`src/hdl/unicode_char_width_classifier_core_assert.svh`:
```
// assertion macros shared by the classifier rtl
`ifndef UNICODE_CHAR_WIDTH_CLASSIFIER_CORE_ASSERT_SVH
`define UNICODE_CHAR_WIDTH_CLASSIFIER_CORE_ASSERT_SVH

// consequent checked in the same cycle
`define UCWC_ASSERT_SAME(lbl, ante, cons, msg) \
	lbl: assert property (@(posedge clk) disable iff (!arst_n) (ante) |-> (cons)) \
		else $error(msg);

// consequent checked in the following cycle
`define UCWC_ASSERT_NEXT(lbl, ante, cons, msg) \
	lbl: assert property (@(posedge clk) disable iff (!arst_n) (ante) |=> (cons)) \
		else $error(msg);

`endif

```
`src/hdl/ucwc_pkg.sv`:
```
// types, constants and helper functions of the width classifier
`default_nettype none

package ucwc_pkg;

	// table geometry
	localparam int unsigned ZT_DEPTH = 512;
	localparam int unsigned WT_DEPTH = 256;
	localparam int unsigned ZT_AW = $clog2(ZT_DEPTH);
	localparam int unsigned WT_AW = $clog2(WT_DEPTH);
	localparam int unsigned SRCH_AW = (ZT_AW > WT_AW) ? ZT_AW : WT_AW;
	localparam int unsigned CNT_W = SRCH_AW + 1;
	localparam int unsigned IDX_W = SRCH_AW + 2;

	// field widths
	localparam int unsigned CP_W = 21;
	localparam int unsigned OP_W = 2;
	localparam int unsigned EIDX_W = 9;
	localparam int unsigned CW_W = 3;
	localparam int unsigned SUM_W = 16;
	localparam int unsigned ZC_W = 10;
	localparam int unsigned WC_W = 9;
	localparam int unsigned CFG_AW = 2;
	localparam int unsigned CFG_DW = 10;

	// operation codes
	localparam logic [OP_W-1:0] OP_CLASSIFY = 2'd0;
	localparam logic [OP_W-1:0] OP_LOAD_ZERO = 2'd1;
	localparam logic [OP_W-1:0] OP_LOAD_WIDE = 2'd2;

	// configuration register indexes
	localparam logic [CFG_AW-1:0] CFG_ZERO_COUNT = 2'd0;
	localparam logic [CFG_AW-1:0] CFG_WIDE_COUNT = 2'd1;
	localparam logic [CFG_AW-1:0] CFG_CONTROL_WIDTH = 2'd2;

	localparam logic signed [CW_W-1:0] CTRL_W_RESET = -3'sd1;

	// fixed code points
	localparam logic [CP_W-1:0] CP_CGJ = 21'h00034F;
	localparam logic [CP_W-1:0] CP_ZWSP = 21'h00200B;
	localparam logic [CP_W-1:0] CP_RLM = 21'h00200F;
	localparam logic [CP_W-1:0] CP_LSEP = 21'h002028;
	localparam logic [CP_W-1:0] CP_PSEP = 21'h002029;
	localparam logic [CP_W-1:0] CP_LRE = 21'h00202A;
	localparam logic [CP_W-1:0] CP_RLO = 21'h00202E;
	localparam logic [CP_W-1:0] CP_WJ = 21'h002060;
	localparam logic [CP_W-1:0] CP_ISEP = 21'h002063;
	localparam logic [CP_W-1:0] CP_DEL = 21'h00007F;
	localparam logic [CP_W-1:0] CP_NBSP = 21'h0000A0;
	localparam logic [CP_W-1:0] CP_SPACE = 21'h000020;

	// one stored interval, inclusive bounds
	typedef struct packed {
		logic [CP_W-1:0] first;
		logic [CP_W-1:0] last;
	} ival_t;

	localparam int unsigned ENT_W = $bits(ival_t);

	// search request and result between top and search engines
	typedef struct packed {
		logic             start;
		logic [CNT_W-1:0] cnt;
		logic [CP_W-1:0]  cp;
	} srch_req_t;

	typedef struct packed {
		logic done;
		logic hit;
	} srch_res_t;

	typedef enum logic [1:0] {
		SR_IDLE,
		SR_FIRST,
		SR_PROBE
	} srch_st_t;

	typedef enum logic [1:0] {
		TS_IDLE,
		TS_START,
		TS_WAIT
	} top_st_t;

	typedef enum logic [1:0] {
		CL_FIXED_ZERO,
		CL_CONTROL,
		CL_SEARCH
	} cls_t;

	// format characters and nul that are always zero width
	function automatic logic fixed_zero(input logic [CP_W-1:0] cp);
		fixed_zero = (cp == '0) || (cp == CP_CGJ) ||
			(cp >= CP_ZWSP && cp <= CP_RLM) ||
			(cp == CP_LSEP) || (cp == CP_PSEP) ||
			(cp >= CP_LRE && cp <= CP_RLO) ||
			(cp >= CP_WJ && cp <= CP_ISEP);
	endfunction

	// c0 and c1 controls
	function automatic logic is_ctrl(input logic [CP_W-1:0] cp);
		is_ctrl = (cp < CP_SPACE) || (cp >= CP_DEL && cp < CP_NBSP);
	endfunction

endpackage

`default_nettype wire

```
`src/hdl/ucwc_search.sv`:
```
// binary search engine over one interval ram
`default_nettype none
`include "unicode_char_width_classifier_core_assert.svh"

module ucwc_search
	import ucwc_pkg::*;
(
	input  wire logic               clk,
	input  wire logic               arst_n,
	input  wire srch_req_t          req,
	input  wire logic [ENT_W-1:0]   rd_data,
	output logic      [SRCH_AW-1:0] rd_addr,
	output srch_res_t               res
);

	srch_st_t                 state_q, state_d;
	srch_res_t                res_q, res_d;
	logic [CNT_W-1:0]         cnt_q;
	logic [CP_W-1:0]          cp_q;
	logic signed [IDX_W-1:0]  bot_q, top_q, bot_n, top_n, mid_s;
	logic signed [IDX_W:0]    mid_sum;
	logic [SRCH_AW-1:0]       mid_q, mid_n;
	ival_t                    ent;
	logic                     below_first, above_last, hit, empty;

	// compare the entry that came back from the ram
	always_comb begin
		ent = ival_t'(rd_data);
		below_first = cp_q < ent.first;
		above_last = ent.last < cp_q;
		hit = 1'b0;
		mid_s = $signed(IDX_W'(mid_q));
		bot_n = bot_q;
		top_n = top_q;
		case (state_q)
			SR_FIRST: begin
				bot_n = '0;
				top_n = $signed(IDX_W'(cnt_q)) - $signed(IDX_W'(1));
			end
			SR_PROBE: begin
				if (above_last) begin
					bot_n = mid_s + $signed(IDX_W'(1));
				end else if (below_first) begin
					top_n = mid_s - $signed(IDX_W'(1));
				end else begin
					hit = 1'b1;
				end
			end
			default: ;
		endcase
		empty = top_n < bot_n;
		mid_sum = (IDX_W+1)'(bot_n) + (IDX_W+1)'(top_n);
		mid_n = mid_sum[SRCH_AW:1];
	end

	// next state
	always_comb begin
		state_d = state_q;
		unique case (state_q)
			SR_IDLE: begin
				if (req.start && req.cnt != '0) begin
					state_d = SR_FIRST;
				end
			end
			SR_FIRST: begin
				state_d = below_first ? SR_IDLE : SR_PROBE;
			end
			SR_PROBE: begin
				if (hit || empty) begin
					state_d = SR_IDLE;
				end
			end
			default: state_d = SR_IDLE;
		endcase
	end

	// read address and completion
	always_comb begin
		rd_addr = '0;
		res_d = '0;
		unique case (state_q)
			SR_IDLE: begin
				res_d.done = req.start && req.cnt == '0;
			end
			SR_FIRST: begin
				rd_addr = mid_n;
				res_d.done = below_first;
			end
			SR_PROBE: begin
				rd_addr = mid_n;
				res_d.done = hit || empty;
				res_d.hit = hit;
			end
			default: ;
		endcase
	end

	assign res = res_q;

	// control registers
	always_ff @(posedge clk or negedge arst_n) begin
		if (!arst_n) begin
			state_q <= SR_IDLE;
			res_q <= '0;
		end else begin
			state_q <= state_d;
			res_q <= res_d;
		end
	end

	// search bounds and latched request
	always_ff @(posedge clk) begin
		if (state_q == SR_IDLE && req.start) begin
			cnt_q <= req.cnt;
			cp_q <= req.cp;
		end
		bot_q <= bot_n;
		top_q <= top_n;
		mid_q <= mid_n;
	end

	`UCWC_ASSERT_SAME(a_start_idle, req.start, state_q == SR_IDLE, "search started while busy")
	`UCWC_ASSERT_SAME(a_probe_range, state_q == SR_PROBE, CNT_W'(mid_q) < cnt_q, "probe beyond count")
	`UCWC_ASSERT_SAME(a_done_idle, res_q.done, state_q == SR_IDLE, "done while still searching")

endmodule

`default_nettype wire

```
`config.mk`:
```
export PLATFORM = sky130hd
export DESIGN_NAME = ucwc_search
export DESIGN_NICKNAME = d
export VERILOG_FILES = /design/src/hdl/ucwc_pkg.sv /design/src/hdl/ucwc_search.sv
export VERILOG_INCLUDE_DIRS = /design/src /design/src/hdl
export SDC_FILE = /design/constraint.sdc
export NUM_CORES = 1
export LEC_CHECK = 0
export BUFFER_PORTS_ARGS = -buffer_cell sky130_fd_sc_hd__buf_2
export CAP_MARGIN = 20
export CELL_PAD_IN_SITES_DETAIL_PLACEMENT = 1
export CELL_PAD_IN_SITES_GLOBAL_PLACEMENT = 2
export CORE_MARGIN = 2
export CORE_UTILIZATION = 30
export CTS_CLUSTER_DIAMETER = 80
export DETAILED_ROUTE_END_ITERATION = 16
export PLACE_DENSITY = 0.72
export SLEW_MARGIN = 20
export SYNTH_ARGS = -nofsm -noshare
export SYNTH_HDL_FRONTEND = slang
export SYNTH_SLANG_ARGS = --single-unit
export TNS_END_PERCENT = 50
```
`constraint.sdc`:
```
create_clock -name clk -period 4.15 [get_ports clk]
set_input_delay 0.415 -clock clk [delete_from_list [all_inputs] [get_ports clk]]
set_output_delay 0.415 -clock clk [all_outputs]
set_load 0.01 [all_outputs]
```
==> impl_metrics.yaml, run 1 <==
status:
  status: "complete, but fails checks"
  failed_checks: "negative setup slack"
floorplan:
  dieHeight_um: 128
  rows: 45
  dieArea_um2: 16300
  floorplan.die.width_um: 128
  start_util: 0.305
  floorplan.core_area_um2: 15000
  count_of_pins_on_the_block_boundary: 87
placed_design:
  place.gp.congestion: 0.841
  placed_cell_count: 844
  place.detailed.hpwl_mm: 11.6
  buffer_ports.inserted: 86
  place_area_um2: 5870
synthesis:
  xor_xnor_share_of_the_synthesized_area: 0.0459
  yosys.area.top_type_share: 0.203
  yosys-mux-area-fraction: 0.0115
  synth_seq_cells: 66
  post_synth_inst_count: 511
  synthesis.area_um2: 4580
  complex_gate_fraction_of_the_synthesized_area: 0.174
  synth-main-ff-cell: "sky130_fd_sc_hd__edfxtp_1"
  asyncSetResetFlopFracSynth: 0.0606
  postSynthAreaPerCell_um2: 8.96
  synth-seq-area-share: 0.361
  synth.yosys.warnings: 0
  synth.lib_cells_used.distinct: 58
  post_synthesis_adder_cell_area_fraction: 0.182
  ys_top_cells_by_area: "sky130_fd_sc_hd__edfxtp_1 (20%), sky130_fd_sc_hd__ha_1 (18%), sky130_fd_sc_hd__dfxtp_1 (14%)"
  main_combinational_cell_family_by_area_after_synthesis: "adder cells"
  netlist.top_cell.by_area: "sky130_fd_sc_hd__edfxtp_1"
  synth-simple-area-share: 0.154
  synth_edf_count: 31
  synth_fp_nets: 653
power_and_ir_drop:
  vdd.ir_drop.worst_uv: 281
  design_power_total_mw: 4.65
  power-per-cell-area_nw_per_um2: 705
  leakage_nw: 3.03
global_routing:
  grt.overflow.total: 0
  gr-usage-all-layers: 0.179
  antenna_violations_before_repair: 0
  grt_pass1_vias: 4622
  grt_start_max_net_pins: 20
  global_route_wire_length_before_repair_mm: 22.6
sta:
  slew_viols_final: 0
  fin_worst_skew_ns: 0.00417
  max_clock_freq_mhz: 209
  timing.final.crit_period_ns: 4.79
  fin_crit_sh: 1.15
  timing_hold_violations_final: 0
  worstMarginPinSlew_ns: 0.787
  timing.final.setup_violations: 11
  finalWorstSetupSlack_ns: -0.643
  maxSlewHeadroom: 0.475
  unrepaired_setup_endpoints_after_global_routing: "true"
  sum_of_negative_setup_slack_ns: -3.70
routing:
  drt_pre_antenna_iters: 4
  detailedRoute.firstIterationViolations: 118
  vias: 4314
  avgViaCountPerCell: 4.94
  drcViolationCount: 0
  drtAntennaViolNets: 0
  wl_mm: 14.5
  wl_per_cell_um: 16.6
setup_path:
  worstSetupEndpointType: "primary output"
  timing.rr.end: "state_q[1]"
  timing.setup.critical_path_class: "reg2out"
  critPathMaxStageDelay_ns: 0.41
  critical_path.cell_chain: "inv_1 -> ha_1 -> a21oi_1 -> o21ai_1 -> a221oi_2 -> buf_4 -> o211ai_4 -> buf_4 -> buf_4 -> or2_1 -> a211o_1 -> fa_2 -> o21bai_4 -> a21oi_2 -> o21bai_1 -> a21oi_2 -> o21bai_1 -> a21oi_2 -> xnor2_1 -> and2_1 -> buf_2"
  critical_path_peak_fanout: 8
  worst_r2r_path_depth: 20
  start_kind: "flip-flop"
  critPathRequiredTime_ns: 3.73
  critPathSlowestCell: "sky130_fd_sc_hd__fa_2"
  rr_startpoint: "cp_q[12]"
  regToRegSetupSlack_ns: -0.08
  crit_arrival_ns: 4.38
cells_and_area:
  final_cell_mix: "sky130_fd_sc_hd__buf_2 (86), sky130_fd_sc_hd__buf_4 (83), sky130_fd_sc_hd__inv_1 (70), sky130_fd_sc_hd__ha_1 (52), sky130_fd_sc_hd__nand2_1 (44)"
  post-route-cell-area_um2: 6610
  leading_cell_type_in_the_layout_fill_and_taps_excluded: "sky130_fd_sc_hd__buf_2"
  area_growth_syn_to_layout_pct: 44.3
  layout.cells.non_filler: 874
  drive_above_1_share: 0.369
  nNetsFinal: 823
  diodes: 0
clock_tree:
  clock-root-buffer: "sky130_fd_sc_hd__clkbuf_16"
  cts_sinks: 66
  depth_of_the_cts_h_tree: 3
  max-clock-path-buffers: 2
  cts_tree: "built"
  clock_insertion_delay_worst_skew_ns: 0.34
  clk_pin_slew_ns: 0.05
  tritoncts.num_buffers: 9
run:
  maxCapViolCount: 0
worst_hold_path:
  timing.hold.worst_endpoint: "cp_q[3]"
  worst_hold_path_type: "in2reg"
  worst_hold_path.num_cells: 1
  hold_path_startpoint: "req[3]"
## state kept, by name (all words and copies together) (netlist names)
name     cells
res          2
bot_q       11
mid_q        9
top_q       11
cp_q        21
cnt_q       10
state_q      2
## through the flow
stage,hold WS (ns),setup slack [ns],util
2_1_floorplan,0.119,-0.159,-
3_3_place_gp,0.223,-0.483,0.390
3_5_place_dp,0.223,-0.522,0.390
4_1_cts,0.236,-0.593,0.422
5_1_grt,0.241,-0.918,0.439
6_report,0.251,-0.643,0.439
## worst max-delay path, delay by kind of cell (launching register included)
| kind | cells | cell delay (ns) |
|---|---|---|
| AO/OA/AOI/OAI | 11 | 1.70 |
| XOR/XNOR | 1 | 0.25 |
| adder cells (fa/ha/maj) | 2 | 0.64 |
| buffers and inverters | 5 | 0.66 |
| flip-flops | 1 | 0.40 |
| AND/OR/NAND/NOR | 2 | 0.39 |
## where the power goes
group | leakage [nW] | switching [mW] | total [mW] | internal [mW]
Combinational | 2.28 | 1.47 | 2.80 | 1.32
Sequential | 0.598 | 0.146 | 1.03 | 0.883
Clock | 0.151 | 0.285 | 0.826 | 0.541
## kinds of logic (layout without fill, tap and decap cells)
logic type	after synthesis	count (layout)
flip-flops	66	66
buffers and inverters	88	263
multiplexers	5	5
AO/OA/AOI/OAI	116	116
AND/OR/NAND/NOR	146	146
XOR/XNOR	24	24
adder cells (fa/ha/maj)	66	66
## Yosys cell counts (3+ instances only)
| cell | instances |
|---|---|
| sky130_fd_sc_hd__nor2_1 | 36 |
| sky130_fd_sc_hd__or2_2 | 3 |
| sky130_fd_sc_hd__nor4_1 | 7 |
| sky130_fd_sc_hd__mux2i_1 | 3 |
| sky130_fd_sc_hd__a21boi_0 | 3 |
| sky130_fd_sc_hd__nor3_1 | 9 |
| sky130_fd_sc_hd__a31oi_1 | 4 |
| sky130_fd_sc_hd__a221o_1 | 5 |
| sky130_fd_sc_hd__dfxtp_1 | 31 |
| sky130_fd_sc_hd__nor2b_1 | 5 |
| sky130_fd_sc_hd__and2_1 | 6 |
| sky130_fd_sc_hd__and4_1 | 3 |
| sky130_fd_sc_hd__inv_1 | 73 |
| sky130_fd_sc_hd__o21ai_0 | 28 |
| sky130_fd_sc_hd__a22oi_1 | 3 |
| sky130_fd_sc_hd__a21oi_1 | 33 |
| sky130_fd_sc_hd__nand4_1 | 6 |
| sky130_fd_sc_hd__dfrtp_1 | 4 |
| sky130_fd_sc_hd__a221oi_1 | 4 |
| sky130_fd_sc_hd__o21bai_1 | 6 |
| sky130_fd_sc_hd__nand3_1 | 13 |
| sky130_fd_sc_hd__clkbuf_1 | 14 |
| sky130_fd_sc_hd__a22o_1 | 6 |
| sky130_fd_sc_hd__ha_1 | 65 |
| sky130_fd_sc_hd__nand2_1 | 46 |
| sky130_fd_sc_hd__xor2_1 | 11 |
| sky130_fd_sc_hd__xnor2_1 | 13 |
| sky130_fd_sc_hd__edfxtp_1 | 31 |
## area by class of cell
cell class              instances  area (um^2)
clock inverters                 3         63.8
fillers                      1736         8430
flip-flops and latches         66         1650
multi-input cells             357         3010
clock buffers                  13          250
repair buffers                174         1120
inverters                      73          277
well taps                     188          235
## worst max path at each step
stage,endpoint,cells past startpoint,startpoint
global route,rd_addr[7],19,cp_q[15]
CTS,rd_addr[8],19,cp_q[16]
finish,rd_addr[7],21,cp_q[12]
detailed placement,rd_addr[8],17,rd_data[15]
global placement,state_q[1],22,rd_data[15]
floorplan,rd_addr[8],15,rd_data[15]
## routing by layer
layer  wire length [um]  GRT usage  up-vias
met3                446     0.0235       13
li1                   -          -     2133
met2               7410      0.330       60
met5                  0          0        -
met1               6400      0.212     2108
met4                218     0.0621        0
## what timing repair did
action                     CTS  global route
gates resized for setup     21            51
cloned                       0             0
hold buffers                 1             0
setup endpoints to repair   12            14
hold endpoints to repair     4             0
buffers inserted             7             7
pin swaps                   20            42
No activity file was read; power rests on OpenSTA's default activity.
==> inputs of run 2 (changes only) <==
- CORE_UTILIZATION: 30 -> 31
- PLACE_DENSITY: 0.72 -> 0.75
==> run 2 against run 1 <==
Effect of this change: the run still ends with negative setup slack left; register-to-register slack got worse by 0.10 ns; sequential power barely moved; hold slack got worse by 0.0079 ns; utilization rose by 0.90 points; combinational power fell by 4%; cell count fell by 0.46%; fmax rose by 0.74%; power fell by 4.7%; critical endpoint is now rd_addr[8]; largest cell class unchanged.
==> impl_metrics.yaml, run 2 (same netlist as run 1, synthesis figures left out) <==
worst_hold_path:
  worst_hold_path.num_cells: 1
  worst_hold_path_type: "in2reg"
  timing.hold.worst_endpoint: "cp_q[17]"
  hold_path_startpoint: "req[17]"
sta:
  timing_hold_violations_final: 0
  timing.final.setup_violations: 12
  slew_viols_final: 0
  unrepaired_setup_endpoints_after_global_routing: "true"
  worstMarginPinSlew_ns: 0.458
  finalWorstSetupSlack_ns: -0.608
  maxSlewHeadroom: 0.694
  worst_hold_margin_ns: 0.243
  timing.final.crit_period_ns: 4.76
  max_clock_freq_mhz: 210
  fin_worst_skew_ns: 0.00774
  fin_crit_sh: 1.15
power_and_ir_drop:
  design_power_total_mw: 4.43
  clock_power_share: 0.159
  switching_share: 0.424
  leakage_nw: 3.00
  power.combinational.fraction: 0.608
  vdd.ir_drop.worst_uv: 323
  sequentialPowerShare: 0.233
  total_switching_power_mw: 1.88
  power-per-cell-area_nw_per_um2: 683
  internal_power_mw: 2.55
clock_tree:
  cts_tree: "built"
  cts_sinks: 66
  clk_pin_slew_ns: 0.06
  tritoncts.num_buffers: 9
  depth_of_the_cts_h_tree: 3
  clock-root-buffer: "sky130_fd_sc_hd__clkbuf_16"
  max-clock-path-buffers: 2
  clock_insertion_delay_worst_skew_ns: 0.35
cells_and_area:
  leading_cell_type_in_the_layout_fill_and_taps_excluded: "sky130_fd_sc_hd__buf_2"
  post-route-cell-area_um2: 6490
  diodes: 0
  largest-register: "cp_q"
  area_growth_syn_to_layout_pct: 41.8
  reg.largest.list: "cp_q: 21 flops, bot_q: 11 flops, top_q: 11 flops"
  largest_register_ff_count: 21
  n_fill_cell: 1703
  final_cell_mix: "sky130_fd_sc_hd__buf_2 (86), sky130_fd_sc_hd__buf_4 (82), sky130_fd_sc_hd__inv_1 (67), sky130_fd_sc_hd__ha_1 (54), sky130_fd_sc_hd__nand2_1 (44)"
  drive_above_1_share: 0.375
  nNetsFinal: 823
global_routing:
  grt.overflow.total: 0
  gr-usage-all-layers: 0.188
  global_route_wire_length_before_repair_mm: 23.3
  grt_start_max_net_pins: 24
  grt_pass1_vias: 4700
  antenna_violations_before_repair: 0
setup_path:
  start_kind: "flip-flop"
  critical_path_peak_fanout: 4
  rr_startpoint: "cp_q[15]"
  critPathSlowestCell: "sky130_fd_sc_hd__or4_4"
  critPathRequiredTime_ns: 3.73
  crit_arrival_ns: 4.34
  worstSetupEndpointType: "primary output"
  timing.setup.critical_path_class: "reg2out"
  regToRegSetupSlack_ns: -0.18
  critPathMaxStageDelay_ns: 0.57
  timing.rr.end: "res[1]"
  worst_r2r_path_depth: 20
  critical_path.cell_chain: "inv_2 -> ha_4 -> nand4_1 -> or4_4 -> o211ai_4 -> and3_4 -> mux2_4 -> a221oi_4 -> nor2_2 -> ha_4 -> inv_2 -> nor3_4 -> nand3_2 -> o41ai_4 -> mux2i_2 -> nor4_2 -> buf_2"
routing:
  vias: 4288
  detailedRoute.firstIterationViolations: 117
  drt_pre_antenna_iters: 4
  drcViolationCount: 0
  avgViaCountPerCell: 4.93
  drtAntennaViolNets: 0
  wl_per_cell_um: 16.5
  wl_mm: 14.3
placed_design:
  buffer_ports.inserted: 86
  place.detailed.hpwl_mm: 11.4
  place_area_um2: 5860
  place.gp.congestion: 0.820
floorplan:
  start_util: 0.316
  dieHeight_um: 126
  floorplan.die.width_um: 126
  rows: 44
  floorplan.core_area_um2: 14500
  dieArea_um2: 15800
  count_of_pins_on_the_block_boundary: 87
run:
  maxCapViolCount: 0
status:
  failed_checks: "negative setup slack"
  status: "complete, but fails checks"
[run 2: power by group through the flow]
stage	clock [mW]	sequential, mW	combinational [mW]
after floorplan	0	0.971	1.38
after global placement	0	1.03	2.23
after detailed placement	0	1.04	2.29
after CTS	0.725	1.03	2.48
after global routing	0.746	1.05	2.97
final	0.706	1.03	2.70
[run 2: layer usage]
metal | wire [um] | global-route usage
met3 | 510 | 0.0329
met2 | 7180 | 0.332
met5 | 0 | 0
met1 | 6220 | 0.227
met4 | 411 | 0.0732
[run 2: what timing repair did]
item,4_1_cts,5_1_grt
endpoints found under the setup margin,12,13
gates resized for setup,28,29
hold buffers,1,0
pin swaps,28,11
buffers inserted,8,6
hold endpoints to repair,4,0
[run 2: how the worst max path moves through the flow]
stage	startpoint	to	cells past startpoint
final	cp_q[15]	rd_addr[8]	17
after global routing	cp_q[16]	rd_addr[7]	20
after CTS	cp_q[15]	rd_addr[7]	20
after floorplan	rd_data[15]	rd_addr[8]	15
after detailed placement	rd_data[14]	rd_addr[8]	17
after global placement	rd_data[15]	state_q[1]	22
[run 2: worst max-delay path: cells and delay by family (launching register included)]
kind / cells / cell delay, ns
and+or+nand+nor: 7 / 1.40
AOI/OAI and AO/OA: 3 / 0.80
muxes: 2 / 0.63
adders and majority gates: 2 / 0.54
DFF: 1 / 0.36
buffers and inverters: 3 / 0.27
[run 2: metrics by stage]
stage,utilization,TNS (ns),instances,worst slack [ns]
after floorplan,-,-0.200,511,-0.159
after global placement,0.404,-3.35,839,-0.472
after detailed placement,0.404,-4.10,839,-0.575
after CTS,0.437,-4.47,864,-0.671
after global routing,0.448,-6.44,870,-0.820
final,0.448,-3.93,870,-0.608
[run 2: cell type report]
class / instances / area [um^2] / share of cell area
repair buffers: 174 / 1120 / 0.173
inverters: 73 / 274 / 0.0422
flip-flops and latches: 66 / 1650 / 0.254
multi-input cells: 357 / 2940 / 0.453
clock buffers: 10 / 239 / 0.0368
clock inverters: 6 / 32.5 / 0.00501
well taps: 184 / 230 / 0.0355
